**src/rtl/htw_pkg.sv**
```systemverilog
// Shared types, codes and defaults for the hierarchical timer wheel.
package htw_pkg;

  // Default sizing
  localparam int NUM_TIMERS_DEF = 32;
  localparam int WHEEL_BITS_DEF = 8;

  // Entry pointers are 6 bits wide; all ones marks an empty link
  localparam int IDW = 6;
  localparam logic [IDW-1:0] NIL = 6'h3f;

  // Input actions
  localparam logic [1:0] ACT_ADD  = 2'd0;
  localparam logic [1:0] ACT_DEL  = 2'd1;
  localparam logic [1:0] ACT_TICK = 2'd2;
  localparam logic [1:0] ACT_ADJ  = 2'd3;

  // Result kinds
  localparam logic [1:0] KIND_ACK   = 2'd0;
  localparam logic [1:0] KIND_FIRED = 2'd1;
  localparam logic [1:0] KIND_TICK  = 2'd2;

  // Sources of the timer number in a result
  localparam logic [1:0] SRC_ID    = 2'd0;
  localparam logic [1:0] SRC_ENTRY = 2'd1;
  localparam logic [1:0] SRC_ZERO  = 2'd2;

  typedef struct packed {
    logic [1:0]  action;
    logic [4:0]  timer_id;
    logic [30:0] amount;
  } in_item_t;

  typedef struct packed {
    logic [1:0] kind;
    logic [4:0] which_timer;
    logic       status;
    logic       last;
  } out_item_t;

  // Controller to datapath commands
  typedef struct packed {
    logic       clr_wr;
    logic       bidx_clr;
    logic       bidx_inc;
    logic       bidx_casc;
    logic       lvl_clr;
    logic       lvl_inc;
    logic       now_inc;
    logic       now_adj;
    logic       bh_rd;
    logic       ent_rd;
    logic       e_head;
    logic       e_todo;
    logic       unlink;
    logic       add_due;
    logic       adj_due;
    logic       set_q;
    logic       clr_q;
    logic       l_todo;
    logic       l_pick;
    logic       ap0;
    logic       ap1;
    logic       ap2;
    logic       rel_ld;
    logic       emit;
    logic [1:0] emit_kind;
    logic [1:0] emit_src;
    logic       emit_status;
    logic       emit_last;
  } htw_cmd_t;

  // Datapath to controller status
  typedef struct packed {
    logic [1:0] action;
    logic       amt_zero;
    logic       id_ok;
    logic       q_item;
    logic       earlier;
    logic       bh_valid;
    logic       todo_valid;
    logic       tail_valid;
    logic       fire;
    logic       next_level;
    logic       bidx_last;
    logic       out_free;
  } htw_sts_t;

endpackage

```
**src/rtl/htw_ctrl.sv**
```systemverilog
// Sequencer of the timer wheel: list moves, cascade, drain and result issue.
module htw_ctrl import htw_pkg::*; (
  input  logic     clk,
  input  logic     rst_n,
  input  logic     in_valid,
  output logic     in_ready,
  input  htw_sts_t sts,
  output htw_cmd_t cmd
);

  localparam logic [4:0] ST_CLR     = 5'd0;
  localparam logic [4:0] ST_IDLE    = 5'd1;
  localparam logic [4:0] ST_DISP    = 5'd2;
  localparam logic [4:0] ST_ADD1    = 5'd3;
  localparam logic [4:0] ST_DEL1    = 5'd4;
  localparam logic [4:0] ST_ACK     = 5'd5;
  localparam logic [4:0] ST_ADJ_BH  = 5'd6;
  localparam logic [4:0] ST_ADJ_CHK = 5'd7;
  localparam logic [4:0] ST_ADJ_ERD = 5'd8;
  localparam logic [4:0] ST_ADJ_POP = 5'd9;
  localparam logic [4:0] ST_CAS_B   = 5'd10;
  localparam logic [4:0] ST_CAS_BH  = 5'd11;
  localparam logic [4:0] ST_CAS_CHK = 5'd12;
  localparam logic [4:0] ST_CAS_ERD = 5'd13;
  localparam logic [4:0] ST_CAS_POP = 5'd14;
  localparam logic [4:0] ST_DR_CHK  = 5'd15;
  localparam logic [4:0] ST_DR_ERD  = 5'd16;
  localparam logic [4:0] ST_DR_EV   = 5'd17;
  localparam logic [4:0] ST_DR_DEC  = 5'd18;
  localparam logic [4:0] ST_AP0     = 5'd19;
  localparam logic [4:0] ST_AP1     = 5'd20;
  localparam logic [4:0] ST_AP2     = 5'd21;

  logic [4:0] st_r, st_nxt, ret_r, ret_nxt;
  logic       ack_st_r, ack_st_nxt;
  logic [1:0] ack_src_r, ack_src_nxt;

  always_ff @(posedge clk) begin
    if (!rst_n) begin
      st_r      <= ST_CLR;
      ret_r     <= ST_IDLE;
      ack_st_r  <= 1'b0;
      ack_src_r <= SRC_ID;
    end else begin
      st_r      <= st_nxt;
      ret_r     <= ret_nxt;
      ack_st_r  <= ack_st_nxt;
      ack_src_r <= ack_src_nxt;
    end
  end

  assign in_ready = st_r == ST_IDLE;

  // Next state and commands
  always_comb begin
    st_nxt      = st_r;
    ret_nxt     = ret_r;
    ack_st_nxt  = ack_st_r;
    ack_src_nxt = ack_src_r;
    cmd         = '0;
    case (st_r)
      ST_CLR: begin
        cmd.clr_wr = 1'b1;
        if (sts.bidx_last) begin
          cmd.bidx_clr = 1'b1;
          st_nxt = ST_IDLE;
        end else begin
          cmd.bidx_inc = 1'b1;
        end
      end
      ST_IDLE: begin
        if (in_valid) st_nxt = ST_DISP;
      end
      ST_DISP: begin
        ack_st_nxt  = 1'b0;
        ack_src_nxt = SRC_ID;
        case (sts.action)
          ACT_ADD: begin
            if (sts.id_ok) begin
              cmd.ent_rd = 1'b1;
              st_nxt = ST_ADD1;
            end else begin
              st_nxt = ST_ACK;
            end
          end
          ACT_DEL: begin
            if (sts.q_item) begin
              cmd.ent_rd = 1'b1;
              st_nxt = ST_DEL1;
            end else begin
              st_nxt = ST_ACK;
            end
          end
          ACT_ADJ: begin
            ack_src_nxt = SRC_ZERO;
            if (sts.amt_zero) begin
              st_nxt = ST_ACK;
            end else begin
              cmd.bidx_clr = 1'b1;
              st_nxt = ST_ADJ_BH;
            end
          end
          default: begin
            cmd.now_inc = 1'b1;
            cmd.lvl_clr = 1'b1;
            st_nxt = ST_CAS_B;
          end
        endcase
      end
      ST_ADD1: begin
        cmd.add_due = 1'b1;
        ret_nxt = ST_ACK;
        if (!sts.q_item) begin
          cmd.set_q  = 1'b1;
          cmd.l_todo = 1'b1;
          ack_st_nxt = 1'b1;
          st_nxt = ST_AP0;
        end else if (sts.earlier) begin
          cmd.unlink = 1'b1;
          cmd.l_todo = 1'b1;
          st_nxt = ST_AP0;
        end else begin
          st_nxt = ST_ACK;
        end
      end
      ST_DEL1: begin
        cmd.unlink = 1'b1;
        cmd.clr_q  = 1'b1;
        ack_st_nxt = 1'b1;
        st_nxt = ST_ACK;
      end
      ST_ACK: begin
        if (sts.out_free) begin
          cmd.emit        = 1'b1;
          cmd.emit_kind   = KIND_ACK;
          cmd.emit_src    = ack_src_r;
          cmd.emit_status = ack_st_r;
          cmd.emit_last   = 1'b1;
          st_nxt = ST_IDLE;
        end
      end
      // Adjust: sweep every bucket into the to-do list
      ST_ADJ_BH: begin
        cmd.bh_rd = 1'b1;
        st_nxt = ST_ADJ_CHK;
      end
      ST_ADJ_CHK: begin
        if (sts.bh_valid) begin
          cmd.e_head = 1'b1;
          st_nxt = ST_ADJ_ERD;
        end else if (sts.bidx_last) begin
          cmd.now_adj = 1'b1;
          st_nxt = ST_ACK;
        end else begin
          cmd.bidx_inc = 1'b1;
          st_nxt = ST_ADJ_BH;
        end
      end
      ST_ADJ_ERD: begin
        cmd.ent_rd = 1'b1;
        st_nxt = ST_ADJ_POP;
      end
      ST_ADJ_POP: begin
        cmd.adj_due = 1'b1;
        cmd.unlink  = 1'b1;
        cmd.l_todo  = 1'b1;
        ret_nxt = ST_ADJ_BH;
        st_nxt = ST_AP0;
      end
      // Tick: cascade the due buckets level by level
      ST_CAS_B: begin
        cmd.bidx_casc = 1'b1;
        st_nxt = ST_CAS_BH;
      end
      ST_CAS_BH: begin
        cmd.bh_rd = 1'b1;
        st_nxt = ST_CAS_CHK;
      end
      ST_CAS_CHK: begin
        if (sts.bh_valid) begin
          cmd.e_head = 1'b1;
          st_nxt = ST_CAS_ERD;
        end else if (sts.next_level) begin
          cmd.lvl_inc = 1'b1;
          st_nxt = ST_CAS_B;
        end else begin
          st_nxt = ST_DR_CHK;
        end
      end
      ST_CAS_ERD: begin
        cmd.ent_rd = 1'b1;
        st_nxt = ST_CAS_POP;
      end
      ST_CAS_POP: begin
        cmd.unlink = 1'b1;
        cmd.l_todo = 1'b1;
        ret_nxt = ST_CAS_BH;
        st_nxt = ST_AP0;
      end
      // Tick: drain the to-do list
      ST_DR_CHK: begin
        if (sts.todo_valid) begin
          cmd.e_todo = 1'b1;
          st_nxt = ST_DR_ERD;
        end else if (sts.out_free) begin
          cmd.emit      = 1'b1;
          cmd.emit_kind = KIND_TICK;
          cmd.emit_src  = SRC_ZERO;
          cmd.emit_last = 1'b1;
          st_nxt = ST_IDLE;
        end
      end
      ST_DR_ERD: begin
        cmd.ent_rd = 1'b1;
        st_nxt = ST_DR_EV;
      end
      ST_DR_EV: begin
        cmd.unlink = 1'b1;
        cmd.rel_ld = 1'b1;
        st_nxt = ST_DR_DEC;
      end
      ST_DR_DEC: begin
        if (!sts.fire) begin
          cmd.l_pick = 1'b1;
          ret_nxt = ST_DR_CHK;
          st_nxt = ST_AP0;
        end else if (sts.out_free) begin
          cmd.clr_q     = 1'b1;
          cmd.emit      = 1'b1;
          cmd.emit_kind = KIND_FIRED;
          cmd.emit_src  = SRC_ENTRY;
          st_nxt = ST_DR_CHK;
        end
      end
      // Append the current entry at the tail of the chosen list
      ST_AP0: begin
        cmd.ap0 = 1'b1;
        st_nxt = ST_AP1;
      end
      ST_AP1: begin
        cmd.ap1 = 1'b1;
        st_nxt = ST_AP2;
      end
      ST_AP2: begin
        cmd.ap2 = 1'b1;
        st_nxt = ret_r;
      end
      default: st_nxt = ST_IDLE;
    endcase
  end

endmodule

```
**config.mk**
```make
export PLATFORM = sky130hd
export DESIGN_NAME = htw_ctrl
export DESIGN_NICKNAME = d
export VERILOG_FILES = /design/src/rtl/htw_pkg.sv /design/src/rtl/htw_ctrl.sv
export SDC_FILE = /design/constraint.sdc
export NUM_CORES = 1
export LEC_CHECK = 0
export ABC_AREA = 1
export BUFFER_PORTS_ARGS = -buffer_cell sky130_fd_sc_hd__buf_4
export CAP_MARGIN = 20
export CORE_MARGIN = 2
export CORE_UTILIZATION = 44
export CTS_CLUSTER_DIAMETER = 50
export DETAILED_ROUTE_END_ITERATION = 10
export PLACE_DENSITY = 0.8
export SLEW_MARGIN = 20
export SYNTH_ARGS = -nofsm -noshare
export SYNTH_HDL_FRONTEND = slang
export SYNTH_SLANG_ARGS = --single-unit
```
**constraint.sdc**
```tcl
create_clock -name clk -period 1.4 [get_ports clk]
set_input_delay 0.21 -clock clk [delete_from_list [all_inputs] [get_ports clk]]
set_output_delay 0.21 -clock clk [all_outputs]
set_load 0.05 [all_outputs]
```
==> results of run 1 <==
## kinds of logic after synthesis
family,count (synthesis),synth area share
compound gates,27,0.1255
buf+inv,38,0.1276
simple gates,162,0.5628
flops,11,0.1841
## cell usage after synthesis, drive strengths merged
cell | count | area [µm²]
nand2 | 61 | 229.0
buf | 4 | 25.02
o31ai | 1 | 7.510
o211ai | 1 | 7.510
nand3b | 2 | 15.01
a21boi | 1 | 7.510
a21oi | 5 | 25.02
nand3 | 25 | 125.1
o311ai | 1 | 8.760
inv | 34 | 127.6
nor2 | 66 | 262.8
nand4 | 1 | 6.260
o21ai | 17 | 85.08
a31o | 1 | 8.760
dfxtp | 11 | 220.2
nor3 | 7 | 35.03
## per-stage QoR
stage	hold WS, ns	TNS (ns)
after detailed placement	0.4339	-6.876
after global placement	0.4322	-6.281
after floorplan	0.3076	-4.606
==> out/qor.yml, run 1 <==
run_status:
  status: "aborted with a tool error"
  stop_stage: "clock tree synthesis"
  stop_error: "[ERROR DPL-0038] Utilization greater than 100%, impossible to legalize"
cts:
  post_cts_resized: 107
  clock-root-buffer: "clkbuf_4"
  clock_sinks: 11
  cts_setup_buffers: 10
  clk_path_buf_depth: 2
  cts_hold_buffers: 0
  cts_made_buffers: 3
  h-tree-depth: 1
place:
  place_inst: 368
  place_area_um2: 2230
  io_buffers: 45
  hpwl_um: 4381
  gp_congestion: 0.9721
  place_ws_ns: -0.3644
logic_synthesis:
  yosysWarnings: 0
  ys_ff_latch: 11
  syn_inst: 238
  synth_fp_nets: 254
  seq_area_frac_synth: 0.1841
  syn_avg_cell_area_um2: 5.026
  synthDistinctLibCells: 20
  netlist_area_um2: 1196
floorplan:
  initial_core_util: 0.4742
  rows: 18
  die_x_um: 56.14
  die_h_um: 56.14
  ios: 47
==> run 2: changes to the inputs <==
--- a/config.mk
+++ b/config.mk
@@ -9,10 +9,9 @@
 export BUFFER_PORTS_ARGS = -buffer_cell sky130_fd_sc_hd__buf_4
 export CAP_MARGIN = 20
 export CORE_MARGIN = 2
-export CORE_UTILIZATION = 44
-export CTS_CLUSTER_DIAMETER = 50
+export CORE_UTILIZATION = 32
 export DETAILED_ROUTE_END_ITERATION = 10
-export PLACE_DENSITY = 0.8
+export PLACE_DENSITY_LB_ADDON = 0.15
 export SLEW_MARGIN = 20
 export SYNTH_ARGS = -nofsm -noshare
 export SYNTH_HDL_FRONTEND = slang
==> constraint.sdc (replaced) <==
create_clock -name clk -period 1.8 [get_ports clk]
set_input_delay 0.27 -clock clk [delete_from_list [all_inputs] [get_ports clk]]
set_output_delay 0.27 -clock clk [all_outputs]
set_load 0.05 [all_outputs]
==> run 2 against run 1 <==
- the flow now finishes, with violations (setup timing)
- synthesized area did not move
- synthesized cell count did not move
==> out/qor.yml, run 2 <==
route:
  drtIter0Drc: 153
  dr.pass1.iters: 5
  wl_per_cell_um: 13.82
  drt-total-wl_um: 4961
  ant_nets: 0
  vias: 1821
  drc: 0
  viasPerCell: 5.072
floorplan:
  core_area_um2: 3633
  rows: 22
  ios: 47
  initial_core_util: 0.3292
  die_x_um: 65.14
  dieArea_um2: 4243
  die_h_um: 65.14
finish:
  area_growth_pct: 81.80
  final_cells: 359
  final_cell_mix: "buf_4, nand2_1, nor2_1"
  top_regs: "st_r x5, ret_r x4"
  antenna_cells: 0
  largest_reg_flops: 5
  top_register: "st_r"
  fill_cells: 373
  layout_commonest_cell: "buf_4"
  drive_gt1_frac: 0.4341
  nNetsFinal: 328
worst_setup_path:
  cp_slowest_stage_delay_ns: 0.38
  path_max_fanout: 6
  cp.required_ns: 1.53
  crit_path_end_kind: "primary output"
  crit_chain: "nor2_4 > buf_4 > nand3_4 > o311ai_4 > buf_6"
  path_delay_family: "flip-flops"
  crit_type: "reg2out"
  rr_worst_depth: 11
  r2r_slack_ns: 0.17
  cp.arrival_ns: 1.57
  r2r_end: "st_r[4]$_SDFFE_PN0P_"
  crit_path_start_kind: "flip-flop"
  critPathBufInv: 2
  critPathSlowestCell: "dfxtp_4"
  r2r_start: "st_r[2]$_SDFFE_PN0P_"
sta:
  rsz0062_at_grt: "yes"
  relSlewSlack: 0.7667
  fin_crit_ns: 1.837
  finalSetupViolations: 3
  timing.final.hold_violations: 0
  tns_ns: -0.08360
  fin_crit_sh: 1.021
  drv_slew: 0
  tightest_slew_ns: 0.3487
  max_clock_freq_ghz: 0.5444
  worst_slack_ns: -0.03692
  fin_skew_ns: 0.004053
power:
  clockPowerShare: 0.115
  power_density_nw_per_um2: 961.2
  combPwrFrac: 0.697
  power.switching_w: 0.001094
  power.leakage_nw: 1.157
  netSwitchingFraction: 0.5235
  intPower_w: 0.0009960
  max-vdd-ir-drop_uv: 650.1
  seq_power_share: 0.189
job:
  maxCapViolations: 0
logic_synthesis:
  synth_edf_count: 0
  syn_inst: 238
  ys.flop_type: "dfxtp_1"
  netlist_area_um2: 1196
  synth_fp_nets: 254
  synth.most_common_cell: "nor2_1"
  synthTopCellsByArea: "nor2_1, nand2_1, dfxtp_1, nand3_1, inv_1"
  ys_ff_latch: 11
  yosysWarnings: 0
  async_flop_share: 0
  syn_avg_cell_area_um2: 5.026
  synth_commonest_cells: "nor2_1, nand2_1, inv_1"
  seq_area_frac_synth: 0.1841
  synthDistinctLibCells: 20
  synth_top_area_share: 0.2008
  synth.largest_area_cell: "nor2_1"
grt:
  grt_pass1_vias: 1621
  grt-ovfl-total: 0
  track_usage: 0.2260
  antenna_found_initial: 0
  grt_first_pass_wirelength_um: 7389
  grt_max_degree: 11
place:
  place_inst: 347
  hpwl_um: 3846
  io_buffers: 45
  gp_congestion: 0.8676
cts:
  clock_sinks: 11
  h-tree-depth: 1
  clk_pin_slew_ns: 0.05
  clock-root-buffer: "clkbuf_8"
  clock_latency_ns: 0.23
  cts_made_buffers: 3
  cts_tree: "done"
  cts_hold_buffers: 0
  clk_path_buf_depth: 2
run_status:
  violations: "setup timing"
  status: "complete, but fails checks"
min_path:
  hold_end: "st_r[4]$_SDFFE_PN0P_"
  min-delay-start: "rst_n"
  holdPathStages: 3
  min_path_type: "in2reg"
run 2: cell counts after synthesis:
No cell type changed its count.
run 2: repair_timing:
action / CTS / global route
buffers inserted: 3 / 5
resized for setup: 33 / 27
setup endpoints to repair: 21 / 19
pin swaps: 3 / 8
run 2: worst max path at each step:
stage,slack (ns),start,to,cells past startpoint
6_report,-0.04,st_r[2]$_SDFFE_PN0P_,cmd[20],5
3_5_place_dp,0.03,st_r[2]$_SDFFE_PN0P_,cmd[6],7
4_1_cts,-0.009,st_r[3]$_SDFFE_PN0P_,cmd[20],5
5_1_grt,-0.10,st_r[2]$_SDFFE_PN0P_,cmd[20],5
2_1_floorplan,-0.04,st_r[2]$_SDFFE_PN0P_,cmd[6],8
3_3_place_gp,0.002,st_r[2]$_SDFFE_PN0P_,cmd[6],7
run 2: layout make-up:
class / count / area [µm²] / area share
flip-flops and latches: 11 / 236.5 / 0.1087
inverters: 34 / 137.6 / 0.06329
well taps: 48 / 60.06 / 0.02762
repair buffers: 73 / 613.1 / 0.2819
clock buffers: 4 / 45.04 / 0.02071
multi-input cells: 189 / 1082 / 0.4977
run 2: metrics by stage:
step	hold slack [ns]	setup slack (ns)	util	area (µm²)	power (W)
finish	0.2624	-0.03692	0.5985	2175	0.002090
detailed placement	0.4655	0.03156	0.5186	1884	0.001612
floorplan	0.3676	-0.04062	-	1365	0.001179
global route	0.2910	-0.1034	0.5985	2175	0.002221
global placement	0.4683	0.001860	0.5186	1884	0.001621
CTS	0.2577	-0.009054	0.5654	2054	0.001976
run 2: power groups by stage:
stage | registers, W | logic [W] | clock network, W
2_1_floorplan | 0.000334 | 0.000845 | 0
3_3_place_gp | 0.000358 | 0.00126 | 0
3_5_place_dp | 0.000359 | 0.00125 | 0
4_1_cts | 0.000379 | 0.00135 | 0.000248
5_1_grt | 0.000397 | 0.00157 | 0.000258
6_report | 0.000394 | 0.00146 | 0.000240
run 2: logic make-up (layout without fill, tap and decap cells):
logic type	after synthesis	in the layout	share of synthesized area
compound gates	27	27	0.1255
buf+inv	38	111	0.1276
flops	11	11	0.1841
simple gates	162	162	0.5628
run 2: metal layers:
layer  wire length, µm  vias up  GRT usage
li1                  -      907          -
met3               375       13    0.03767
met2              2396       96     0.3969
met4               153        0    0.04948
met5                 0        -          0
met1              2036      805     0.2908
run 2: worst min-delay path, cell delays in order:
cell,delay (ns)
buf_4,0.10
nand2_1,0.05
inv_1,0.04
Note: power is estimated with default switching activity, not from simulation.
==> run 3: changes to the inputs <==
--- a/config.mk
+++ b/config.mk
@@ -11,7 +11,10 @@
 export CORE_MARGIN = 2
 export CORE_UTILIZATION = 32
 export DETAILED_ROUTE_END_ITERATION = 10
+export GPL_ROUTABILITY_DRIVEN = 0
+export GPL_TIMING_DRIVEN = 0
 export PLACE_DENSITY_LB_ADDON = 0.15
+export SKIP_LAST_GASP = 1
 export SLEW_MARGIN = 20
 export SYNTH_ARGS = -nofsm -noshare
 export SYNTH_HDL_FRONTEND = slang
==> run 3 against run 2 <==
- the flow still finishes with violations (setup timing)
- largest power group unchanged
- worst setup slack got worse by 0.024 ns
- clock-buffer cell count stayed put
- final cell count is 1.7% lower
- critical path depth grew 1
- first-iteration DRC count is 17% higher
- register-to-register slack got worse by 0.08 ns
==> out/qor.yml, run 3 (synthesized netlist as in run 2, its figures left out) <==
run_status:
  status: "complete, but fails checks"
  violations: "setup timing"
route:
  vias: 1808
  ant_nets: 0
  dr.pass1.iters: 5
  wl_per_cell_um: 13.44
  drtIter0Drc: 179
  viasPerCell: 5.122
  drt-total-wl_um: 4746
  drc: 0
power:
  power_density_nw_per_um2: 922.9
  max-vdd-ir-drop_uv: 421.4
  power.leakage_nw: 1.149
  power.switching_w: 0.001084
  combPwrFrac: 0.688
  intPower_w: 0.0009381
  netSwitchingFraction: 0.5360
  seq_power_share: 0.192
  clockPowerShare: 0.120
sta:
  relSlewSlack: 0.7709
  rsz0062_at_grt: "yes"
  timing.final.hold_violations: 0
  finalSetupViolations: 9
  max_clock_freq_ghz: 0.5375
  tightest_slew_ns: 0.3432
  fin_skew_ns: 0.002748
  fin_crit_ns: 1.861
  fin_crit_sh: 1.034
  worst_slack_ns: -0.06053
  drv_slew: 0
min_path:
  min-delay-start: "rst_n"
  hold_end: "st_r[4]$_SDFFE_PN0P_"
  holdPathStages: 3
  min_path_type: "in2reg"
cts:
  clk_pin_slew_ns: 0.05
  cts_tree: "done"
  h-tree-depth: 1
  clock-root-buffer: "clkbuf_8"
  clock_latency_ns: 0.23
  cts_hold_buffers: 0
  cts_made_buffers: 3
  clock_sinks: 11
  clk_path_buf_depth: 2
grt:
  grt_first_pass_wirelength_um: 7493
  track_usage: 0.2269
  antenna_found_initial: 0
  grt_pass1_vias: 1598
  grt-ovfl-total: 0
  grt_max_degree: 11
finish:
  area_growth_pct: 83.16
  final_cells: 353
  drive_gt1_frac: 0.4262
  fin_area_um2: 2191
  fill_cells: 351
  largest_reg_flops: 5
  top_register: "st_r"
  final_cell_mix: "nand2_1, buf_4, nor2_1"
  antenna_cells: 0
  top_regs: "st_r x5, ret_r x4"
  nNetsFinal: 322
  fin_util: 0.6030
worst_setup_path:
  r2r_start: "st_r[2]$_SDFFE_PN0P_"
  cp.arrival_ns: 1.59
  rr_worst_depth: 11
  crit_type: "reg2out"
  crit_path_end_kind: "primary output"
  path_max_fanout: 4
  crit_path_start_kind: "flip-flop"
  cp.required_ns: 1.53
  r2r_end: "st_r[1]$_SDFFE_PN0P_"
  r2r_slack_ns: 0.09
floorplan:
  core_area_um2: 3633
  ios: 47
  initial_core_util: 0.3292
  rows: 22
  die_x_um: 65.14
  dieArea_um2: 4243
  die_h_um: 65.14
place:
  io_buffers: 45
  place_ws_ns: -0.2616
  hpwl_um: 3557
  place_area_um2: 1763
  place_inst: 331
job:
  maxCapViolations: 0
## run 3: cell types whose count changed in the layout (fill, tap and decap cells not counted), moves of 2 or more
| cell | change |
|---|---|
| buf_8 | +3 |
| o21ai_1 | -2 |
| inv_4 | -2 |
| buf_4 | -9 |
| nand2_4 | +2 |
| nand2_1 | -3 |
## run 3: critical path: stages, from the launching register on
cell      delay [ns]
dfxtp_2         0.32
buf_6           0.13
nor2_4          0.16
buf_6           0.14
nand3_4         0.11
o311ai_4        0.29
buf_6           0.20
## run 3: through the flow
step / total power, W / setup TNS [ns] / hold slack, ns
floorplan: 0.001179 / -0.1435 / 0.3676
CTS: 0.001940 / -0.1554 / 0.2455
global route: 0.002157 / -1.479 / 0.2660
finish: 0.002022 / -0.2280 / 0.2543
global placement: 0.001483 / -1.413 / 0.4659
detailed placement: 0.001477 / -1.156 / 0.4762
## run 3: power by group through the flow
stage          logic [W]  registers (W)  clock network [W]
4_1_cts          0.00131       0.000381           0.000253
6_report         0.00139       0.000388           0.000242
3_3_place_gp     0.00113       0.000353                  0
3_5_place_dp     0.00112       0.000353                  0
5_1_grt          0.00150       0.000394           0.000266
2_1_floorplan   0.000845       0.000334                  0
## run 3: routing by layer
layer / share of wire / GRT usage / wire, µm / vias to the layer above
li1: - / - / - / 893
met4: 0.048 / 0.08333 / 228 / 0
met5: 0 / 0 / 0 / -
met2: 0.46 / 0.3737 / 2174 / 120
met1: 0.39 / 0.2893 / 1873 / 771
met3: 0.099 / 0.05308 / 469 / 24
## run 3: final cells by class
| class | instances | area, µm² | area share |
|---|---|---|---|
| multi-input combinational | 189 | 1119 | 0.5106 |
| timing repair buffer | 63 | 558.0 | 0.2547 |
| sequential | 11 | 232.7 | 0.1062 |
| inverter | 34 | 135.1 | 0.06168 |
| tap | 48 | 60.06 | 0.02741 |
| clock buffer | 4 | 45.04 | 0.02056 |
| buffer | 4 | 41.29 | 0.01885 |
## run 3: what timing repair did
item	4_1_cts	5_1_grt
setup buffers	11	6
pin swaps	8	0
cloned	0	1
gates resized for setup	57	12
endpoints found under the setup margin	26	21
## run 3: how the worst max path moves through the flow
| stage | from | endpoint |
|---|---|---|
| CTS | st_r[2]$_SDFFE_PN0P_ | cmd[20] |
| floorplan | st_r[2]$_SDFFE_PN0P_ | cmd[6] |
| detailed placement | st_r[4]$_SDFFE_PN0P_ | cmd[17] |
| global route | st_r[2]$_SDFFE_PN0P_ | cmd[6] |
| finish | st_r[2]$_SDFFE_PN0P_ | cmd[20] |
| global placement | st_r[4]$_SDFFE_PN0P_ | cmd[17] |
